### src/sv/buddy_block_allocator_top_assert.svh
// Assertion macros for the buddy block allocator
`ifndef BUDDY_BLOCK_ALLOCATOR_TOP_ASSERT_SVH
`define BUDDY_BLOCK_ALLOCATOR_TOP_ASSERT_SVH
`ifndef ASSERT_OFF
`define BBA_ASSERT_IMP(lbl, ante, cons) \
  lbl: assert property (@(posedge clk) disable iff (rst) (ante) |-> (cons)) \
    else $error("buddy allocator check failed");
`define BBA_ASSERT_NXT(lbl, ante, cons) \
  lbl: assert property (@(posedge clk) disable iff (rst) (ante) |=> (cons)) \
    else $error("buddy allocator check failed");
`else
`define BBA_ASSERT_IMP(lbl, ante, cons)
`define BBA_ASSERT_NXT(lbl, ante, cons)
`endif
`endif

### src/sv/bba_pkg.sv
`default_nettype none
package bba_pkg;

  localparam int MAX_ORDERS  = 10;
  localparam int BLOCK_COUNT = 512;
  localparam int IDX_W       = $clog2(BLOCK_COUNT);
  localparam int ORD_W       = $clog2(MAX_ORDERS + 1);
  localparam int LIDX_W      = $clog2(MAX_ORDERS);
  localparam int ADDR_W      = 48;
  localparam int SIZE_W      = 32;
  localparam int MORD_W      = 6;
  localparam int CFG_IDX_W   = 2;
  localparam logic [MORD_W-1:0] MIN_FLOOR = 6'd15;
  localparam logic [ADDR_W-1:0] HEAP_SIZE_RST = 48'd16777216;

  localparam logic [CFG_IDX_W-1:0] CFG_HEAP_BASE = 2'd0;
  localparam logic [CFG_IDX_W-1:0] CFG_HEAP_SIZE = 2'd1;
  localparam logic [CFG_IDX_W-1:0] CFG_MIN_LOG2  = 2'd2;

  typedef enum logic [1:0] {
    STAT_OK      = 2'd0,
    STAT_NOSPACE = 2'd1,
    STAT_RANGE   = 2'd2
  } status_t;

  typedef enum logic [4:0] {
    ST_CLEAR, ST_IDLE, ST_EVAL, ST_DECIDE,
    ST_SP_SEL, ST_SP_RD, ST_SP_WR, ST_SP_LO, ST_SP_HI,
    ST_TK_SEL, ST_TK_RD, ST_TK_WR, ST_TK_FIN,
    ST_F_CHK, ST_MG_TEST, ST_MG_CHK, ST_MG_RD, ST_MG_WR, ST_MG_UP,
    ST_F_FIN, ST_DONE
  } state_t;

  typedef enum logic [4:0] {
    OP_NONE, OP_CLEAR, OP_LOAD, OP_EVAL,
    OP_SEL_SPLIT, OP_REM_RD, OP_REM_WR, OP_SPLIT_LO, OP_SPLIT_HI,
    OP_SEL_TAKE, OP_TAKE_FIN,
    OP_RD_BLK, OP_FREE_DUP, OP_FREE_ORD, OP_RD_BUD, OP_SEL_MERGE, OP_MERGE_UP,
    OP_FREE_FIN, OP_ALLOC_FAIL, OP_FREE_ERR, OP_PUSH
  } op_t;

  typedef struct packed {
    op_t  op;
    logic accept_in;
  } ctl_t;

  typedef struct packed {
    logic cfg_hit;
    logic clr_last;
    logic is_free_cmd;
    logic alloc_fail;
    logic free_err;
    logic j_gt_k;
    logic blk_free;
    logic can_merge;
    logic merge_ok;
    logic out_busy;
  } dp_stat_t;

endpackage
`default_nettype wire

### src/sv/bba_ctrl.sv
`default_nettype none
module bba_ctrl (
  input  wire logic              clk,
  input  wire logic              rst,
  input  wire logic              in_valid,
  input  wire bba_pkg::dp_stat_t stat,
  output bba_pkg::ctl_t          ctl,
  output bba_pkg::state_t        state
);

  bba_pkg::state_t state_next;

  always_ff @(posedge clk) begin
    if (rst) begin
      state <= bba_pkg::ST_CLEAR;
    end else begin
      state <= state_next;
    end
  end

  always_comb begin
    state_next = state;
    unique case (state)
      bba_pkg::ST_CLEAR:   if (stat.clr_last) state_next = bba_pkg::ST_IDLE;
      bba_pkg::ST_IDLE:    if (in_valid) state_next = bba_pkg::ST_EVAL;
      bba_pkg::ST_EVAL:    state_next = bba_pkg::ST_DECIDE;
      bba_pkg::ST_DECIDE: begin
        priority if (stat.is_free_cmd) begin
          state_next = stat.free_err ? bba_pkg::ST_DONE : bba_pkg::ST_F_CHK;
        end else if (stat.alloc_fail) begin
          state_next = bba_pkg::ST_DONE;
        end else if (stat.j_gt_k) begin
          state_next = bba_pkg::ST_SP_SEL;
        end else begin
          state_next = bba_pkg::ST_TK_SEL;
        end
      end
      bba_pkg::ST_SP_SEL:  state_next = bba_pkg::ST_SP_RD;
      bba_pkg::ST_SP_RD:   state_next = bba_pkg::ST_SP_WR;
      bba_pkg::ST_SP_WR:   state_next = bba_pkg::ST_SP_LO;
      bba_pkg::ST_SP_LO:   state_next = bba_pkg::ST_SP_HI;
      bba_pkg::ST_SP_HI:   state_next = stat.j_gt_k ? bba_pkg::ST_SP_SEL : bba_pkg::ST_TK_SEL;
      bba_pkg::ST_TK_SEL:  state_next = bba_pkg::ST_TK_RD;
      bba_pkg::ST_TK_RD:   state_next = bba_pkg::ST_TK_WR;
      bba_pkg::ST_TK_WR:   state_next = bba_pkg::ST_TK_FIN;
      bba_pkg::ST_TK_FIN:  state_next = bba_pkg::ST_DONE;
      bba_pkg::ST_F_CHK:   state_next = stat.blk_free ? bba_pkg::ST_DONE : bba_pkg::ST_MG_TEST;
      bba_pkg::ST_MG_TEST: state_next = stat.can_merge ? bba_pkg::ST_MG_CHK : bba_pkg::ST_F_FIN;
      bba_pkg::ST_MG_CHK:  state_next = stat.merge_ok ? bba_pkg::ST_MG_RD : bba_pkg::ST_F_FIN;
      bba_pkg::ST_MG_RD:   state_next = bba_pkg::ST_MG_WR;
      bba_pkg::ST_MG_WR:   state_next = bba_pkg::ST_MG_UP;
      bba_pkg::ST_MG_UP:   state_next = bba_pkg::ST_MG_TEST;
      bba_pkg::ST_F_FIN:   state_next = bba_pkg::ST_DONE;
      bba_pkg::ST_DONE:    if (!stat.out_busy) state_next = bba_pkg::ST_IDLE;
      default:             state_next = bba_pkg::ST_CLEAR;
    endcase
    if (stat.cfg_hit) state_next = bba_pkg::ST_CLEAR;
  end

  always_comb begin
    ctl.op        = bba_pkg::OP_NONE;
    ctl.accept_in = 1'b0;
    unique case (state)
      bba_pkg::ST_CLEAR: ctl.op = bba_pkg::OP_CLEAR;
      bba_pkg::ST_IDLE: begin
        ctl.accept_in = 1'b1;
        if (in_valid) ctl.op = bba_pkg::OP_LOAD;
      end
      bba_pkg::ST_EVAL: ctl.op = bba_pkg::OP_EVAL;
      bba_pkg::ST_DECIDE: begin
        priority if (stat.is_free_cmd) begin
          ctl.op = stat.free_err ? bba_pkg::OP_FREE_ERR : bba_pkg::OP_RD_BLK;
        end else if (stat.alloc_fail) begin
          ctl.op = bba_pkg::OP_ALLOC_FAIL;
        end else begin
          ctl.op = bba_pkg::OP_NONE;
        end
      end
      bba_pkg::ST_SP_SEL:  ctl.op = bba_pkg::OP_SEL_SPLIT;
      bba_pkg::ST_SP_RD:   ctl.op = bba_pkg::OP_REM_RD;
      bba_pkg::ST_SP_WR:   ctl.op = bba_pkg::OP_REM_WR;
      bba_pkg::ST_SP_LO:   ctl.op = bba_pkg::OP_SPLIT_LO;
      bba_pkg::ST_SP_HI:   ctl.op = bba_pkg::OP_SPLIT_HI;
      bba_pkg::ST_TK_SEL:  ctl.op = bba_pkg::OP_SEL_TAKE;
      bba_pkg::ST_TK_RD:   ctl.op = bba_pkg::OP_REM_RD;
      bba_pkg::ST_TK_WR:   ctl.op = bba_pkg::OP_REM_WR;
      bba_pkg::ST_TK_FIN:  ctl.op = bba_pkg::OP_TAKE_FIN;
      bba_pkg::ST_F_CHK:   ctl.op = stat.blk_free ? bba_pkg::OP_FREE_DUP : bba_pkg::OP_FREE_ORD;
      bba_pkg::ST_MG_TEST: ctl.op = stat.can_merge ? bba_pkg::OP_RD_BUD : bba_pkg::OP_NONE;
      bba_pkg::ST_MG_CHK:  ctl.op = stat.merge_ok ? bba_pkg::OP_SEL_MERGE : bba_pkg::OP_NONE;
      bba_pkg::ST_MG_RD:   ctl.op = bba_pkg::OP_REM_RD;
      bba_pkg::ST_MG_WR:   ctl.op = bba_pkg::OP_REM_WR;
      bba_pkg::ST_MG_UP:   ctl.op = bba_pkg::OP_MERGE_UP;
      bba_pkg::ST_F_FIN:   ctl.op = bba_pkg::OP_FREE_FIN;
      bba_pkg::ST_DONE:    if (!stat.out_busy) ctl.op = bba_pkg::OP_PUSH;
      default:             ctl.op = bba_pkg::OP_NONE;
    endcase
    if (stat.cfg_hit) begin
      ctl.op        = bba_pkg::OP_NONE;
      ctl.accept_in = 1'b0;
    end
  end

endmodule
`default_nettype wire

### config.mk
export PLATFORM = sky130hd
export DESIGN_NAME = bba_ctrl
export DESIGN_NICKNAME = d
export VERILOG_FILES = /design/src/sv/buddy_block_allocator_top_assert.svh /design/src/sv/bba_pkg.sv /design/src/sv/bba_ctrl.sv
export SDC_FILE = /design/constraint.sdc
export NUM_CORES = 1
export LEC_CHECK = 0
export ABC_AREA = 0
export BUFFER_PORTS_ARGS = -buffer_cell sky130_fd_sc_hd__buf_2
export CAP_MARGIN = 10
export CORE_MARGIN = 8
export CORE_UTILIZATION = 54
export CTS_CLUSTER_SIZE = 40
export DETAILED_ROUTE_END_ITERATION = 8
export PLACE_DENSITY = 0.83
export SLEW_MARGIN = 10
export SYNTH_ARGS = -nofsm -noshare
export SYNTH_HDL_FRONTEND = slang
export SYNTH_SLANG_ARGS = --single-unit
### constraint.sdc
create_clock -name clk -period 3.5 [get_ports clk]
set_input_delay 0.7 -clock clk [delete_from_list [all_inputs] [get_ports clk]]
set_output_delay 0.7 -clock clk [all_outputs]
set_load 0.005 [all_outputs]
* Word-level counts from Yosys, hierarchy flattened *
Cells that the tools add are included.

word-level totals
  flip-flop bits (word level) = 5
  input port bits = 13

cells by class
  equality and inequality tests = 23
  muxes and demuxes = 22
  reduce and logical (&&, ||, !) cells = 6

operator list
  kind                                                 number
  one-hot mux 5 bit (20 select lines)                  1
  one-hot mux 5 bit (17 select lines)                  1
  two-way mux 5 bit                                    12
  equality test 5 x 4 -> 1 bit, second input constant  8
  equality test 5 bit, second input constant           5
  equality test 5 x 3 -> 1 bit, second input constant  4
  two-way mux 4 bit                                    3
  equality test 5 x 2 -> 1 bit, second input constant  2
  two-way mux 6 bit                                    1
  inequality test 2 bit, second input constant         3
  OR reduction 3 bit                                   2
  equality test 5 x 1 -> 1 bit, second input constant  1
  logical NOT 5 bit                                    1
  two-way mux 2 bit                                    2
  OR reduction 2 bit                                   2
  AND reduction 3 bit                                  1
  two-way mux 1 bit                                    2

* Logic depth before layout (Yosys ltp) *
Gate-level depths: netlist of the first run.

  depth after elaboration = 4
  mapped depth = 7
  depth with buffers taken out = 5

* Worst setup path after synthesis of the first run *
Ideal clock, no wire load.

  path kind = input to output
  from = input port stat[0] (netlist bit)
  to = output port ctl[5] (netlist bit)
  data arrival time = 1.409 ns
  data required time = 2.800 ns
  setup slack = 1.391 ns
  stages on the path = 4
  buffers on the path = 0
  cells stage by stage = nor3_1 > a21boi_0 > o32a_1 > nor2_1

RTL lines
  what             line           text
  start, declared  bba_ctrl.sv:6  input wire bba_pkg::dp_stat_t stat,
  end, declared    bba_ctrl.sv:7  output bba_pkg::ctl_t ctl,

==> flow_metrics.env, run 1 <==
export IMPL_grt_usage_pct=18.23
export IMPL_yosysWarnings=0
export IMPL_cts_max_level=1
export IMPL_seqPwrFrac_pct=35.5
export IMPL_synthFlopType="dfxtp_1"
export IMPL_grt_busiest_layer="met2"
export IMPL_p_comb_share_pct=28.7
export IMPL_critPathLaunch="state[1]"
export IMPL_dp_cells=156
export IMPL_cts_setup_buffers=0
export IMPL_largest_reg_flops=5
export IMPL_critPathMaxStageDelay_ns=0.78
export IMPL_whs_ns=0.7876
export IMPL_final_nets=158
export IMPL_clock_sinks=5
export IMPL_switching_share_pct=32.89
export IMPL_grt_overflow=0
export IMPL_worstHoldPathType="input pin to flop"
export IMPL_cts_buffer_depth=2
export IMPL_ir_drop_uv=273.3
export IMPL_wl_per_cell_um=16.34
export IMPL_min_period_ns=2.774
export IMPL_cp_required_ns=2.80
export IMPL_worstSetupEndpointType="primary output"
export IMPL_rows=14
export IMPL_r2r_start="state[1]"
export IMPL_grt_max_degree=27
export IMPL_hold_violations=0
export IMPL_yosysSeqAreaShare_pct=12.31
export IMPL_status="completed"
export IMPL_antenna_found_initial=0
export IMPL_path_delay_family="flip-flops"
export IMPL_total_power_mw=0.1891
export IMPL_cellPowerDensity_nw_per_um2=203.4
export IMPL_path_buf_inv=1
export IMPL_cpMaxStageDelayCell="dfxtp_1"
export IMPL_cap_violations=0
export IMPL_layout_common_cells="buf_2 (23), nand2_1 (14), nor2_1 (13), a21oi_1 (12), o21ai_0 (9)"
export IMPL_portBuffers=23
export IMPL_internal_power_mw=0.1269
export IMPL_dr_pass1_iters=4
export IMPL_netlist_area_um2=813.3
export IMPL_setup_viol=0
export IMPL_tns_ns=0
export IMPL_cp_start_kind="flop"
export IMPL_dp_hpwl_um=1905
export IMPL_p_sw_mw=0.06219
export IMPL_syn_to_final_growth_pct=14.31
export IMPL_diodes=0
export IMPL_postRouteAntennaNets=0
export IMPL_place_congestion=0.9806
export IMPL_synth_nets=139
export IMPL_die_x_um=54.81
export IMPL_num_vias=1072
export IMPL_min_from="rst"
export IMPL_cts_tree="yes"
export IMPL_drt_wl_total_um=2615
export IMPL_fin_cells=160
export IMPL_arrival_ns=2.07
export IMPL_fin_area_um2=929.6
export IMPL_die_area_um2=3004
export IMPL_crit_fanout=23
export IMPL_cts_resized=0
export IMPL_postCtsHoldBufs=0
export IMPL_fp_dieH_um=54.81
export IMPL_cts_buffers=3
export IMPL_cp_cell_sequence="and3b_1 > nand2_1 > nor2_1 > nor2b_1 > a31oi_1 > buf_2"
export IMPL_synth_seq_cells=5
export IMPL_top_register="state"
export IMPL_p_clk_share_pct=35.8
export IMPL_max_freq_ghz=0.3604
export IMPL_dpl_cell_area_um2=903.4
export IMPL_synth_cells=126
export IMPL_cts_root_buf="clkbuf_4"
export IMPL_initial_core_util_pct=55.94
export IMPL_drive_gt1_share_pct=23.61
export IMPL_clkLatencyLatePin_ns=0.24
export IMPL_synth_area_per_cell_um2=6.455
export IMPL_via_per_inst=6.700
export IMPL_rsz0062_at_grt="no"
export IMPL_grt_pass1_wl_um=4153
export IMPL_clkTransAtPathRegs_ns=0.05
export IMPL_synth_edf_count=0
export IMPL_met2_usage_pct=28.87
export IMPL_core_um2=1454
export IMPL_grt_use_met3_pct=4.891
export IMPL_drt_iter0_drc=70
export IMPL_async_flop_share_pct=0
export IMPL_worst_slew_pin_slew_ns=0.7437
export IMPL_io_pins=24
export IMPL_reg_largest_list="state x5"
export IMPL_worstSetupPathType="flop to primary output"
export IMPL_maxSlewViolCount=0
export IMPL_fin_crit_sh_pct=79.27
export IMPL_grt_pass1_vias=958
export IMPL_finalClockSkew_ns=0.004986
export IMPL_globalRouteMet1Util_pct=23.28
export IMPL_drc=0
export IMPL_final_common_cell="buf_2"
export IMPL_maxSlewHeadroom_pct=50.35
export IMPL_ys_types=42
export IMPL_leakage_nw=0.3452
-- cell families (layout without fill, tap and decap cells) --
logic type,count (synthesis),count (layout),share of synthesized area [%]
AO/OA/AOI/OAI,51,51,41.69
multiplexers,3,3,3.692
flip-flops,5,5,12.31
AND/OR/NAND/NOR,54,54,34.31
buffers and inverters,12,30,6.924
XOR/XNOR,1,1,1.077
-- cell type report --
type / count / area [um2]
repair buffers: 23 / 115.1
multi-input cells: 109 / 656.9
well taps: 16 / 20.02
fillers: 134 / 524.3
clock buffers: 4 / 26.28
inverters: 3 / 11.26
flip-flops and latches: 5 / 100.1
-- worst reg2reg max path, delay by kind of cell, from the launching register on --
| family | cells | cell delay [ns] |
|---|---|---|
| AND/OR/NAND/NOR | 1 | 0.52 |
| AO/OA/AOI/OAI | 3 | 0.40 |
| buffers and inverters | 1 | 0.22 |
| flip-flops | 1 | 0.78 |
-- power by group through the flow --
| stage | registers, mW | logic [mW] | clock network [mW] |
|---|---|---|---|
| after floorplan | 0.0614 | 0.0396 | 0 |
| after global placement | 0.0675 | 0.0523 | 0 |
| after detailed placement | 0.0677 | 0.0529 | 0 |
| after CTS | 0.0667 | 0.0533 | 0.0701 |
| after global routing | 0.0679 | 0.0597 | 0.0738 |
| final | 0.0671 | 0.0543 | 0.0676 |
-- per-stage QoR --
step | utilization [%] | setup slack [ns]
after floorplan | - | 1.391
after global placement | 62.13 | 1.031
after detailed placement | 62.13 | 1.048
after CTS | 63.94 | 0.7794
after global routing | 63.94 | 0.5506
final | 63.94 | 0.7256
-- path summary, 6_finish.rpt --
check	cells past startpoint	end	slack, ns
max	6	ctl[2]	0.73
max reg2reg	5	state[0]	1.52
min	3	state[3]	0.79
min reg2reg	3	state[3]	0.90
-- synth_stat cells (2+ instances only) --
library cell  instances  share of area, %
o21ai_0               9               5.5
a31oi_1               5               3.8
nor3_1                3               1.8
o211ai_1              2               1.8
nand2b_1              3               2.3
clkbuf_1              2              0.92
inv_1                 2              0.92
or2_2                 4               3.1
a21oi_1              12               7.4
mux2i_1               3               3.7
buf_2                 6               3.7
nor2b_1               5               3.8
nand2_1              14               6.5
o32a_1                2               2.5
a21boi_0              3               2.8
a32oi_1               2               2.2
nor2_1               13               6.0
o21a_1                2               1.8
dfxtp_1               5                12
o22ai_1               5               3.8
nand3_1               3               1.8
-- routing by layer --
metal	share of wire, %	wire length, um
met1	44	1146
met2	47	1240
met3	7.5	197
met4	1.1	30
met5	0	0
No activity file was read; power rests on OpenSTA's default activity.
==> run 2: changes to the inputs <==
--- a/config.mk
+++ b/config.mk
@@ -9,10 +9,10 @@
 export BUFFER_PORTS_ARGS = -buffer_cell sky130_fd_sc_hd__buf_2
 export CAP_MARGIN = 10
 export CORE_MARGIN = 8
-export CORE_UTILIZATION = 54
+export CORE_UTILIZATION = 51
 export CTS_CLUSTER_SIZE = 40
 export DETAILED_ROUTE_END_ITERATION = 8
-export PLACE_DENSITY = 0.83
+export PLACE_DENSITY = 0.79
 export SLEW_MARGIN = 10
 export SYNTH_ARGS = -nofsm -noshare
 export SYNTH_HDL_FRONTEND = slang
==> constraint.sdc (replaced) <==
create_clock -name clk -period 2.7 [get_ports clk]
set_input_delay 0.54 -clock clk [delete_from_list [all_inputs] [get_ports clk]]
set_output_delay 0.54 -clock clk [all_outputs]
set_load 0.005 [all_outputs]
==> run 2 against run 1 <==
Combinational power up 35%. Worst setup slack worse by 0.57 ns. Cell area up 2.4%. First-iteration DRC count fell by 21%. Sequential power is 26% higher. Clock-buffer cell count did not move. Total power rose by 30%.
==> flow_metrics.env, run 2 (synthesized netlist as in run 1, its figures left out) <==
export IMPL_num_vias=1094
export IMPL_cellPowerDensity_nw_per_um2=257.7
export IMPL_path_buf_inv=1
export IMPL_cts_setup_buffers=0
export IMPL_crit_fanout=23
export IMPL_cts_buffers=3
export IMPL_syn_to_final_growth_pct=17.08
export IMPL_reg_largest_list="state x5"
export IMPL_dp_hpwl_um=1934
export IMPL_critPathMaxStageDelay_ns=0.77
export IMPL_tns_ns=0
export IMPL_crit_cells=6
export IMPL_min_period_ns=2.540
export IMPL_postCtsHoldBufs=0
export IMPL_rrSetupSlack_ns=0.77
export IMPL_endpoint="ctl[1]"
export IMPL_maxSlewViolCount=0
export IMPL_clock_sinks=5
export IMPL_path_delay_family="flip-flops"
export IMPL_dr_pass1_iters=4
export IMPL_place_congestion=0.9003
export IMPL_fin_area_um2=952.2
export IMPL_drt_iter0_drc=55
export IMPL_cts_resized=0
export IMPL_drc=0
export IMPL_postRouteAntennaNets=0
export IMPL_grt_pass1_vias=983
export IMPL_portBuffers=23
export IMPL_max_freq_ghz=0.3936
export IMPL_diodes=0
export IMPL_wl_per_cell_um=15.93
export IMPL_maxSlewHeadroom_pct=52.54
export IMPL_die_x_um=55.94
export IMPL_cpMaxStageDelayCell="dfxtp_1"
export IMPL_cts_root_buf="clkbuf_4"
export IMPL_reg2reg_to="state[0]"
export IMPL_clkTransAtPathRegs_ns=0.04
export IMPL_core_um2=1506
export IMPL_r2r_start="state[1]"
export IMPL_rows=14
export IMPL_final_common_cell="buf_2"
export IMPL_r2r_cells=5
export IMPL_cp_start_kind="flop"
export IMPL_worstSetupPathType="flop to primary output"
export IMPL_initial_core_util_pct=53.99
export IMPL_antenna_found_initial=0
export IMPL_fillCellCount=145
export IMPL_place_ws_ns=0.4372
export IMPL_critPathLaunch="state[1]"
export IMPL_layout_common_cells="buf_2 (23), nand2_1 (14), nor2_1 (13), a21oi_1 (12), o21ai_0 (9)"
export IMPL_cts_buffer_depth=2
export IMPL_grt_usage_pct=15.58
export IMPL_top_register="state"
export IMPL_fin_crit_sh_pct=94.09
export IMPL_final_nets=161
export IMPL_arrival_ns=2.00
export IMPL_fp_dieH_um=55.94
export IMPL_cts_max_level=1
export IMPL_cts_tree="yes"
export IMPL_clkLatencyLatePin_ns=0.24
export IMPL_cp_required_ns=2.16
export IMPL_die_area_um2=3129
export IMPL_worst_slew_pin_slew_ns=0.7109
export IMPL_hold_violations=0
export IMPL_timing_critical_path_mode_cell="a21oi_1"
export IMPL_dpl_cell_area_um2=925.9
export IMPL_largest_reg_flops=5
export IMPL_drive_gt1_share_pct=25.17
export IMPL_drt_wl_total_um=2597
export IMPL_cap_violations=0
export IMPL_finalClockSkew_ns=0.003349
export IMPL_status="completed"
export IMPL_io_pins=24
export IMPL_grt_overflow=0
export IMPL_multi_input_area_um2=656.9
export IMPL_via_per_inst=6.712
export IMPL_grt_max_degree=24
export IMPL_worstHoldPathType="input pin to flop"
export IMPL_seqCellArea_um2=100.1
export IMPL_rsz0062_at_grt="no"
export IMPL_leakage_nw=0.3614
export IMPL_setup_viol=0
export IMPL_ir_drop_uv=463.4
export IMPL_cp_cell_sequence="nor2b_1 > o21ai_0 > a21oi_1 > o22ai_1 > a21oi_1 > buf_2"
export IMPL_worstSetupEndpointType="primary output"
export IMPL_worst_slack_ns=0.1596
export IMPL_total_power_mw=0.2454
export IMPL_grt_pass1_wl_um=4202
run 2: cell types whose count changed in the layout (fill, tap and decap cells not counted), sizes merged:
cell,delta
buf,+3
run 2: per-layer routing:
metal	track usage, %	share of wire [%]
met2	23.72	46
met1	18.83	42
met4	6.873	1.6
met3	5.936	10
met5	0	0
run 2: worst reg2reg max path, stage by stage (launching register included):
cell	delay, ns
dfxtp_1	0.77
inv_1	0.22
or4_1	0.51
o211ai_1	0.10
o21ba_1	0.19
o22ai_2	0.08
run 2: how the worst min path moves through the flow:
| stage | from | endpoint | slack [ns] | cells past startpoint |
|---|---|---|---|---|
| final | rst | state[4] | 0.62 | 3 |
| after global routing | in_valid | state[0] | 0.62 | 3 |
| after CTS | rst | state[3] | 0.61 | 3 |
| after detailed placement | state[2] | state[3] | 0.80 | 3 |
| after global placement | state[2] | state[3] | 0.82 | 3 |
| after floorplan | state[4] | state[3] | 0.66 | 3 |
run 2: power breakdown:
| group | internal (mW) | switching, mW | total [mW] |
|---|---|---|---|
| combinational | 0.0340 | 0.0391 | 0.0731 |
| sequential | 0.0760 | 0.00860 | 0.0846 |
| clock | 0.0559 | 0.0317 | 0.0876 |
| total | 0.166 | 0.0794 | 0.245 |
run 2: through the flow:
stage | utilization (%) | cells | hold WS (ns)
2_1_floorplan | - | 126 | 0.6602
3_3_place_gp | 61.46 | 159 | 0.8233
3_5_place_dp | 61.46 | 159 | 0.7971
4_1_cts | 63.21 | 163 | 0.6130
5_1_grt | 63.21 | 163 | 0.6175
6_report | 63.21 | 163 | 0.6154
run 2: cell type report:
class                      count  area share (%)
timing repair buffer          26           14.45
tap                           16           2.102
sequential                     5           10.51
inverter                       3           1.183
multi-input combinational    109           68.99
clock buffer                   4           2.760
